===== config.mk =====
export PLATFORM = sky130hd
export DESIGN_NAME = button_key_press_sequencer
export DESIGN_NICKNAME = d
export VERILOG_FILES = /design/src/sv/bkps_pkg.sv /design/src/sv/bkps_encoder.sv /design/src/sv/bkps_queue.sv /design/src/sv/bkps_player.sv /design/src/sv/button_key_press_sequencer.sv
export SDC_FILE = /design/constraint.sdc
export NUM_CORES = 1
export LEC_CHECK = 0
export ABC_AREA = 1
export BUFFER_PORTS_ARGS = -buffer_cell sky130_fd_sc_hd__buf_2
export CAP_MARGIN = 10
export CORE_MARGIN = 2
export CORE_UTILIZATION = 32
export CTS_BUF_LIST = sky130_fd_sc_hd__clkbuf_16
export DETAILED_ROUTE_END_ITERATION = 8
export GPL_TIMING_DRIVEN = 0
export PLACE_DENSITY = 0.43
export SLEW_MARGIN = 40
export SYNTH_ARGS = -nofsm -noshare
export SYNTH_HDL_FRONTEND = slang
export SYNTH_SLANG_ARGS = --single-unit

===== constraint.sdc =====
create_clock -name aclk -period 4.86 [get_ports aclk]
set_input_delay 0.243 -clock aclk [delete_from_list [all_inputs] [get_ports aclk]]
set_output_delay 0.243 -clock aclk [all_outputs]
set_load 0.02 [all_outputs]

===== src/sv/bkps_pkg.sv =====
`timescale 1ns / 1ps
`default_nettype none

package bkps_pkg;

    localparam int QUEUE_DEPTH = 32;
    localparam int PTR_W       = $clog2(QUEUE_DEPTH);

    localparam int KEY_W    = 3;
    localparam int BUTTON_W = 3;
    localparam int PINS_W   = 6;
    localparam int TIME_W   = 16;

    typedef logic [PTR_W-1:0]    ptr_t;
    typedef logic [KEY_W-1:0]    key_t;
    typedef logic [BUTTON_W-1:0] button_t;
    typedef logic [PINS_W-1:0]   pins_t;
    typedef logic [TIME_W-1:0]   time_t;

    localparam key_t KEY_NONE      = 3'd0;
    localparam key_t KEY_RELEASE   = 3'd1;
    localparam key_t KEY_VOLUP     = 3'd2;
    localparam key_t KEY_VOLDOWN   = 3'd3;
    localparam key_t KEY_TRACKUP   = 3'd4;
    localparam key_t KEY_TRACKDOWN = 3'd5;
    localparam key_t KEY_SOURCE    = 3'd6;
    localparam key_t KEY_PRESET    = 3'd7;

    localparam button_t BTN_NONE      = 3'd0;
    localparam button_t BTN_VOICE     = 3'd1;
    localparam button_t BTN_HANGUP    = 3'd2;
    localparam button_t BTN_TRACKUP   = 3'd3;
    localparam button_t BTN_TRACKDOWN = 3'd4;
    localparam button_t BTN_VOLUP     = 3'd5;
    localparam button_t BTN_VOLDOWN   = 3'd6;
    localparam button_t BTN_IGNORED   = 3'd7;

    localparam logic CFG_HOLD_TIME = 1'b0;
    localparam logic CFG_GAP_TIME  = 1'b1;

    localparam time_t TIME_RESET = 16'd100;

    typedef struct packed {
        logic vld0;
        key_t key0;
        logic vld1;
        key_t key1;
    } push_req_t;

    typedef struct packed {
        pins_t pins;
        key_t  started;
        logic  busy;
    } play_res_t;

    function automatic ptr_t ptr_next(input ptr_t p);
        ptr_t r;
        if (p == ptr_t'(QUEUE_DEPTH - 1)) begin
            r = '0;
        end else begin
            r = p + ptr_t'(1);
        end
        return r;
    endfunction

    function automatic pins_t key_pins(input key_t k);
        pins_t r;
        case (k)
            KEY_VOLUP:     r = 6'h01;
            KEY_VOLDOWN:   r = 6'h02;
            KEY_TRACKUP:   r = 6'h04;
            KEY_TRACKDOWN: r = 6'h08;
            KEY_SOURCE:    r = 6'h10;
            KEY_PRESET:    r = 6'h24;
            default:       r = 6'h00;
        endcase
        return r;
    endfunction

    function automatic key_t button_key(input button_t b);
        key_t r;
        case (b)
            BTN_VOICE:     r = KEY_PRESET;
            BTN_HANGUP:    r = KEY_SOURCE;
            BTN_TRACKUP:   r = KEY_TRACKUP;
            BTN_TRACKDOWN: r = KEY_TRACKDOWN;
            BTN_VOLUP:     r = KEY_VOLUP;
            BTN_VOLDOWN:   r = KEY_VOLDOWN;
            default:       r = KEY_NONE;
        endcase
        return r;
    endfunction

endpackage

`default_nettype wire


===== src/sv/bkps_encoder.sv =====
`timescale 1ns / 1ps
`default_nettype none

module bkps_encoder (
    input  wire                   aclk,
    input  wire                   aresetn,
    input  wire                   accept,
    input  bkps_pkg::button_t     button,
    input  wire                   just_pressed,
    output bkps_pkg::push_req_t   push
);

    bkps_pkg::key_t last_reg;
    bkps_pkg::key_t last_next;
    bkps_pkg::key_t own_key;

    always_comb begin
        own_key   = bkps_pkg::button_key(button);
        push      = '0;
        last_next = last_reg;
        if (accept && just_pressed) begin
            if (button == bkps_pkg::BTN_NONE) begin
                push.vld0 = 1'b1;
                push.key0 = bkps_pkg::KEY_RELEASE;
                last_next = bkps_pkg::KEY_RELEASE;
            end else if (own_key != bkps_pkg::KEY_NONE) begin
                push.vld0 = (last_reg != bkps_pkg::KEY_RELEASE);
                push.key0 = bkps_pkg::KEY_RELEASE;
                push.vld1 = 1'b1;
                push.key1 = own_key;
                last_next = own_key;
            end
        end
    end

    always_ff @(posedge aclk) begin
        if (!aresetn) begin
            last_reg <= bkps_pkg::KEY_RELEASE;
        end else begin
            last_reg <= last_next;
        end
    end

endmodule

`default_nettype wire


===== src/sv/bkps_queue.sv =====
`timescale 1ns / 1ps
`default_nettype none

module bkps_queue (
    input  wire                   aclk,
    input  wire                   aresetn,
    input  wire                   pop,
    input  bkps_pkg::push_req_t   push,
    output bkps_pkg::key_t        head_key,
    output logic                  empty,
    output logic                  dropped
);

    bkps_pkg::key_t mem [bkps_pkg::QUEUE_DEPTH];

    bkps_pkg::ptr_t rd_ptr_reg;
    bkps_pkg::ptr_t rd_ptr_next;
    bkps_pkg::ptr_t wr_ptr_reg;
    bkps_pkg::ptr_t wr_ptr_next;
    bkps_pkg::ptr_t wp1;
    bkps_pkg::key_t head_reg;
    logic           full0;
    logic           full1;
    logic           wr0;
    logic           wr1;

    assign empty    = (rd_ptr_reg == wr_ptr_reg);
    assign head_key = head_reg;

    // pop goes first, so pushes see the freed slot
    always_comb begin
        rd_ptr_next = pop ? bkps_pkg::ptr_next(rd_ptr_reg) : rd_ptr_reg;
        full0       = (bkps_pkg::ptr_next(wr_ptr_reg) == rd_ptr_next);
        wr0         = push.vld0 && !full0;
        wp1         = wr0 ? bkps_pkg::ptr_next(wr_ptr_reg) : wr_ptr_reg;
        full1       = (bkps_pkg::ptr_next(wp1) == rd_ptr_next);
        wr1         = push.vld1 && !full1;
        wr_ptr_next = wr1 ? bkps_pkg::ptr_next(wp1) : wp1;
        dropped     = (push.vld0 && full0) || (push.vld1 && full1);
    end

    // prefetch the next head word; forward a word written into that slot
    always_ff @(posedge aclk) begin
        for (int i = 0; i < bkps_pkg::QUEUE_DEPTH; i++) begin
            if (wr1 && (wp1 == bkps_pkg::ptr_t'(i))) begin
                mem[i] <= push.key1;
            end else if (wr0 && (wr_ptr_reg == bkps_pkg::ptr_t'(i))) begin
                mem[i] <= push.key0;
            end
        end
        if (wr0 && (wr_ptr_reg == rd_ptr_next)) begin
            head_reg <= push.key0;
        end else if (wr1 && (wp1 == rd_ptr_next)) begin
            head_reg <= push.key1;
        end else begin
            head_reg <= mem[rd_ptr_next];
        end
    end

    always_ff @(posedge aclk) begin
        if (!aresetn) begin
            rd_ptr_reg <= '0;
            wr_ptr_reg <= '0;
        end else begin
            rd_ptr_reg <= rd_ptr_next;
            wr_ptr_reg <= wr_ptr_next;
        end
    end

endmodule

`default_nettype wire


===== src/sv/bkps_player.sv =====
`timescale 1ns / 1ps
`default_nettype none

module bkps_player (
    input  wire                   aclk,
    input  wire                   aresetn,
    input  wire                   accept,
    input  bkps_pkg::time_t       hold_time,
    input  bkps_pkg::time_t       gap_time,
    input  wire                   empty,
    input  bkps_pkg::key_t        head_key,
    output logic                  pop,
    output bkps_pkg::play_res_t   res
);

    logic            sending_reg;
    logic            sending_next;
    bkps_pkg::time_t delay_reg;
    bkps_pkg::time_t delay_next;
    bkps_pkg::pins_t pins_reg;
    bkps_pkg::pins_t pins_next;
    bkps_pkg::key_t  started;

    always_comb begin
        pop          = accept && !sending_reg && !empty;
        sending_next = sending_reg;
        delay_next   = delay_reg;
        pins_next    = pins_reg;
        started      = bkps_pkg::KEY_NONE;
        if (pop) begin
            started      = head_key;
            sending_next = 1'b1;
            if (head_key == bkps_pkg::KEY_RELEASE) begin
                pins_next  = '0;
                delay_next = gap_time;
            end else begin
                pins_next  = pins_reg | bkps_pkg::key_pins(head_key);
                delay_next = hold_time;
            end
        end else if (accept && sending_reg) begin
            if (delay_reg != '0) begin
                delay_next = delay_reg - bkps_pkg::time_t'(1);
            end else begin
                sending_next = 1'b0;
            end
        end
        res.pins    = pins_next;
        res.started = started;
        res.busy    = sending_next;
    end

    always_ff @(posedge aclk) begin
        if (!aresetn) begin
            sending_reg <= 1'b0;
            delay_reg   <= '0;
            pins_reg    <= '0;
        end else begin
            sending_reg <= sending_next;
            delay_reg   <= delay_next;
            pins_reg    <= pins_next;
        end
    end

endmodule

`default_nettype wire


===== src/sv/button_key_press_sequencer.sv =====
// channel | ports                                         | handshake
// input   | s_button, s_just_pressed                      | s_valid / s_ready
// result  | m_drive_mask, m_key_started, m_busy_res, m_dropped | m_valid / m_ready
// config  | cfg_addr, cfg_wdata                           | cfg_wr_en
//
// One word in, one word out; a word per cycle if s_ready is high, result next cycle.
// Queue, timer and pin state update in the accept cycle, the result lands in m_*.
// s_ready is low only while a result sits in the output register and m_ready is low.
// Reset clears pointers, timer, pins and output valid; timing registers return to 100.
`timescale 1ns / 1ps
`default_nettype none

module button_key_press_sequencer (
    input  wire                      aclk,
    input  wire                      aresetn,
    input  wire                      cfg_wr_en,
    input  wire                      cfg_addr,
    input  wire [15:0]               cfg_wdata,
    input  wire                      s_valid,
    output logic                     s_ready,
    input  wire [2:0]                s_button,
    input  wire                      s_just_pressed,
    output logic                     m_valid,
    input  wire                      m_ready,
    output logic [5:0]               m_drive_mask,
    output logic [2:0]               m_key_started,
    output logic                     m_busy_res,
    output logic                     m_dropped
);

    bkps_pkg::time_t     hold_reg;
    bkps_pkg::time_t     gap_reg;
    logic                accept;
    bkps_pkg::push_req_t push;
    bkps_pkg::key_t      head_key;
    logic                empty;
    logic                pop;
    logic                dropped;
    bkps_pkg::play_res_t res;

    logic                m_valid_reg;
    bkps_pkg::pins_t     mask_reg;
    bkps_pkg::key_t      started_reg;
    logic                busy_reg;
    logic                dropped_reg;

    assign s_ready = !m_valid_reg || m_ready;
    assign accept  = s_valid && s_ready;

    always_ff @(posedge aclk) begin
        if (!aresetn) begin
            hold_reg <= bkps_pkg::TIME_RESET;
            gap_reg  <= bkps_pkg::TIME_RESET;
        end else if (cfg_wr_en) begin
            unique case (cfg_addr)
                bkps_pkg::CFG_HOLD_TIME: hold_reg <= cfg_wdata;
                bkps_pkg::CFG_GAP_TIME:  gap_reg  <= cfg_wdata;
                default: ;
            endcase
        end
    end

    bkps_encoder u_encoder (
        .aclk         (aclk),
        .aresetn      (aresetn),
        .accept       (accept),
        .button       (s_button),
        .just_pressed (s_just_pressed),
        .push         (push)
    );

    bkps_queue u_queue (
        .aclk     (aclk),
        .aresetn  (aresetn),
        .pop      (pop),
        .push     (push),
        .head_key (head_key),
        .empty    (empty),
        .dropped  (dropped)
    );

    bkps_player u_player (
        .aclk      (aclk),
        .aresetn   (aresetn),
        .accept    (accept),
        .hold_time (hold_reg),
        .gap_time  (gap_reg),
        .empty     (empty),
        .head_key  (head_key),
        .pop       (pop),
        .res       (res)
    );

    always_ff @(posedge aclk) begin
        if (!aresetn) begin
            m_valid_reg <= 1'b0;
        end else if (accept) begin
            m_valid_reg <= 1'b1;
        end else if (m_ready) begin
            m_valid_reg <= 1'b0;
        end
    end

    always_ff @(posedge aclk) begin
        if (accept) begin
            mask_reg    <= res.pins;
            started_reg <= res.started;
            busy_reg    <= res.busy;
            dropped_reg <= dropped;
        end
    end

    assign m_valid       = m_valid_reg;
    assign m_drive_mask  = mask_reg;
    assign m_key_started = started_reg;
    assign m_busy_res    = busy_reg;
    assign m_dropped     = dropped_reg;

endmodule

`default_nettype wire


After elaboration in Yosys (flattened, before gate mapping):

Memory sizes are Yosys's and may differ from the RTL's.
Cells that the tools add are included.

* bits in writable memories: 96
* bits in registers: 83
* bits of input ports: 26
* output and inout bits: 13
* memories: 1
* logic and storage cells: 571

Memory list
* u_queue.mem: words 32, bits a word 3, rd ports 1, clocked after memory_dff 0, write ports 2, line bkps_queue.sv:14 `bkps_pkg::key_t mem [bkps_pkg::QUEUE_DEPTH];`

* bitwise gates (word level): 34
* eq/ne operators: 82
* mux-type cells: 311
* add/sub/neg operators: 4
* reduce and logical (&&, ||, !) cells: 125

Operators by type and width (count)
* two-way mux 3 bit: 66
* two-way mux 1 bit: 195
* two-way mux 5 bit: 36
* equality test 5 bit (second input constant): 33
* OR reduction 3 bit: 30
* equality test 5 x 4 -> 1 bit (second input constant): 16
* logical AND 1 bit: 75
* two-way mux 16 bit: 4
* equality test 5 x 3 -> 1 bit (second input constant): 8
* case mux 6 bit (6 select lines): 1
* bitwise OR 1 bit: 32
* equality test 5 bit: 5
* two-way mux 6 bit: 4
* equality test 3 bit (second input constant): 7
* equality test 5 x 2 -> 1 bit (second input constant): 4
* case mux 3 bit (6 select lines): 1
* two-way mux 8 bit: 2
* nonzero test 16 bit: 1
* subtractor 16 x 1 -> 16 bit (second input constant): 1
* adder 5 x 1 -> 5 bit (second input constant): 3
* equality test 3 x 2 -> 1 bit (second input constant): 4
* equality test 5 x 1 -> 1 bit (second input constant): 2
* zero test 5 bit: 2
* two-way mux 4 bit: 2
* other kinds (10): 22

Depth between registers and ports, before layout:

* word-level depth: 35
* mapped depth: 31
* mapped depth without buffers: 29

By module:

From an unflattened synthesis, not the netlist that was laid out.

* cell total of the unflattened synthesis: 1520
* area total of the unflattened synthesis: 11036.8 um^2

By module, submodules not included
* bkps_queue: area each 7264.5 um^2, instances 1, cells an instance 961, seq. area each 3143.0 um^2
* bkps_player: area each 1774.2 um^2, instances 1, cells an instance 318, seq. area each 460.4 um^2
* button_key_press_sequencer: area each 1660.3 um^2, instances 1, cells an instance 186, seq. area each 991.0 um^2
* bkps_encoder: area each 337.8 um^2, instances 1, cells an instance 55, seq. area each 60.1 um^2

Worst setup path before layout:

No wires, ideal clock.

* path type: reg-to-reg
* start: register m_valid_reg, in the netlist m_valid
* end: memory u_queue.mem[25][0] (netlist name), enable pin
* slack: 0.677 ns
* data arrival time: 3.897 ns
* clock period less this slack: 4.183 ns
* setup time: 0.286 ns
* path buffers: 3
* stages on the path, launching flop included: 22
* path through: dfxtp_1 > nand2_1 > nand2_2 > inv_1 > nand2_1 > a21oi_1 > inv_1 > a21oi_2 > nand2_4 > buf_8 > o21ai_4 > buf_2 > ha_1 > xnor2_1 > nand2_1 > nor2_1 > nand2_1 > nor2_1 > nand3_4 > buf_6 > nand4_2 > o21ai_0

RTL lines
* start, declared: line button_key_press_sequencer.sv:41 `logic m_valid_reg;`
* start signal, assigned: line button_key_press_sequencer.sv:96 `m_valid_reg <= 1'b0;`
* start signal, assigned: line button_key_press_sequencer.sv:98 `m_valid_reg <= 1'b1;`
* start signal, assigned: line button_key_press_sequencer.sv:100 `m_valid_reg <= 1'b0;`
* end, declared: line bkps_queue.sv:14

==> impl_metrics.csv <==
group,metric,value,unit
clock_tree,insertion_delay,460,ps
synth,synth_seq_area_share,0.4703,
global_route,grt_max_degree,19,
route,totalWireLength,35310,um
clock_tree,clockRootBuffer,"clkbuf_16",
sta,finalSetupViolations,0,
floorplan,die_x,179.5,um
finish,drive_above_1_share,0.1178,
pwr,power.density,492.0,mW/mm2
finish,area_growth_syn_to_layout,13.50,%
finish,final_cell_area,0.01118,mm2
finish,antenna_cells,0,
synth,netlist_area,0.009853,mm2
route,route.detailed.drc,0,
sta,fin_hold_ws,19.74,ps
clock_tree,cts_tree,"yes",
synth,yosys.area.top_type,"edfxtp_1",
floorplan,initial_core_util,0.3238,
synth,syn_nets,1281,
synth,synth_top_area_frac,0.3200,
global_route,grt_pass1_vias,8527,
synth,ys_top_cells_by_area,"edfxtp_1 (32%), dfxtp_1 (15%), nand2_1 (8.8%)",
placement,port_buffers,38,
finish,final_nets,1342,
finish,largest_register,"u_queue.mem",
sta,worst_slew_pin_slew,877.0,ps
sta,max_clock_freq,0.2205,GHz
global_route,grt_usage,0.2186,
pwr,total_power,5503,uW
sta,tns,0,ps
synth,syn_inst,1242,
worst_setup_path,critical_path_class,"reg -> reg",
floorplan,floorplan.rows,64,
floorplan,dieArea,0.03221,mm2
synth,yosysWarnings,0,
floorplan,die_y,179.5,um
worst_setup_path,endpoint_kind,"register",
placement,dp_hpwl,26240,um
floorplan,io_pins,39,
synth,ys_ff_latch,179,
sta,period_minus_slack,4535,ps
sta,hold_viol,0,
route,drt-pass1-iter-count,5,
route,route.vias.total,8884,
route,postRouteAntennaNets,0,
placement,dpl_cell_area,0.01054,mm2
route,drtIter0Drc,829,
worst_setup_path,cp.required,5030,ps
pwr,vdd_drop_max,0.2826,mV
hold_path,hold_path.class,"in -> reg",
synth,avgSynthCellArea,7.933,um2
finish,finish.utilization,0.3675,
clock_tree,htree_num_levels,4,
sta,drv_slew,0,
worst_setup_path,critPathLaunchType,"register",
pwr,p_leak,0.004868,uW
clock_tree,cts_buffer_depth,2,
route,routedWlPerCell,20.62,um
global_route,overflow,0,
route,viasPerCell,5.189,
worst_setup_path,cp_data_arrival_time,4700,ps
sta,fin_skew,10.56,ps
placement,routabilityCongestion,0.9280,
status,outcome,"completed",
finish,largest_register_ffs,96,
global_route,grt_pass1_wl,52740,um
global_route,antenna_found_initial,0,
finish,final_common_cell,"nand2_1",
clock_tree,clock_sinks,179,
clock_tree,cts_buffers,17,
finish,layout_common_cells,"nand2_1 (230), nor2_1 (204), o21ai_0 (117), inv_1 (109), edfxtp_1 (105)",
sta,timing.final.crit_share,0.9331,
worst_setup_path,cp_max_fo,10,
floorplan,core,0.03043,mm2
sta,maxSlewHeadroom,0.4153,
clock_tree,clkTransAtPathRegs,80,ps
job,drv_cap,0,
synth,ys_types,43,
layer usage:
metal  GRT usage  routed length [um]
met4     0.06179                 680
met5           0                   0
met1      0.3041               16840
met2      0.3545               16320
met3     0.03079                1462
critical path: stages (launching register included):
cell,delay [ps]
dfxtp_2,370
ha_1,240
inv_1,130
nor2_2,70
ha_2,220
buf_4,140
nor3b_2,280
nand3_1,110
nand2_1,90
nor2_2,50
nand3_4,150
nand2_4,100
buf_8,170
o21ai_4,360
buf_6,240
ha_1,270
xnor2_1,160
nand2_1,80
nor2_1,100
nand2_1,50
nor2_1,160
nand3_4,160
buf_6,200
nand3_2,120
o21ai_0,200
area by class of cell:
type	count	area (um2)
multi-input combinational	884	4522
clock buffer	17	425.4
buffer	63	306.5
sequential	179	4639
timing repair buffer	42	227.7
inverter	116	444.2
clock inverter	15	122.6
tap	396	495.5
fill	3262	19250
worst paths after layout:
| kind | start | endpoint | slack (ps) | depth (start not counted) |
|---|---|---|---|---|
| worst max-delay path | u_queue.wr_ptr_reg[0] | u_queue.mem[0][1] | 330 | 24 |
| worst min-delay path | cfg_wdata[4] | hold_reg[4] | 20 | 3 |
| worst max register to register | u_queue.wr_ptr_reg[0] | u_queue.mem[0][1] | 330 | 24 |
| worst min register to register | gap_reg[11] | gap_reg[11] | 450 | 2 |
what timing repair did:
action                     4_1_cts  5_1_grt
resized for setup                3       16
hold endpoints to repair         3        0
setup endpoints to repair      119      185
hold buffers                     3        0
setup buffers                    0        1
metrics by stage:
step / cells / worst slack, ps
after detailed placement: 1676 / -154.0
after floorplan: 1242 / 677.2
after global routing: 1712 / -3.643
after CTS: 1711 / 65.12
after global placement: 1676 / -180.7
final: 1712 / 325.1
synth_stat cells (all sizes together):
cell,count
nand2,241
nor2,211
o21ai,144
inv,114
edfxtp,105
a21oi,92
dfxtp,74
nand3,63
clkbuf,49
nand4,32
o221ai,19
buf,14
ha,13
nor3,13
o211ai,13
xor2,10
o22ai,8
a31oi,7
xnor2,6
nand3b,3
a211oi,2
clkinv,2
o31ai,2
a311oi,1
a31o,1
nor3b,1
o21bai,1
or2,1
logic make-up (layout without fill, tap and decap cells):
group / after synthesis / in the layout / synth area share
DFF: 179 / 179 / 0.4703
and+or+nand+nor: 565 / 565 / 0.2608
xor gates and xnor gates: 16 / 16 / 0.01422
adders and majority gates: 13 / 13 / 0.01651
buffers and inverters: 179 / 253 / 0.07479
AOI/OAI and AO/OA: 290 / 290 / 0.1633
report_power, final:
group	leakage (uW)	internal [uW]	total, uW	switching, uW
Clock	0.000280	672	1360	685
Sequential	0.00159	1760	1860	108
Combinational	0.00300	660	2280	1620
Power figures use the tool's default switching activity.
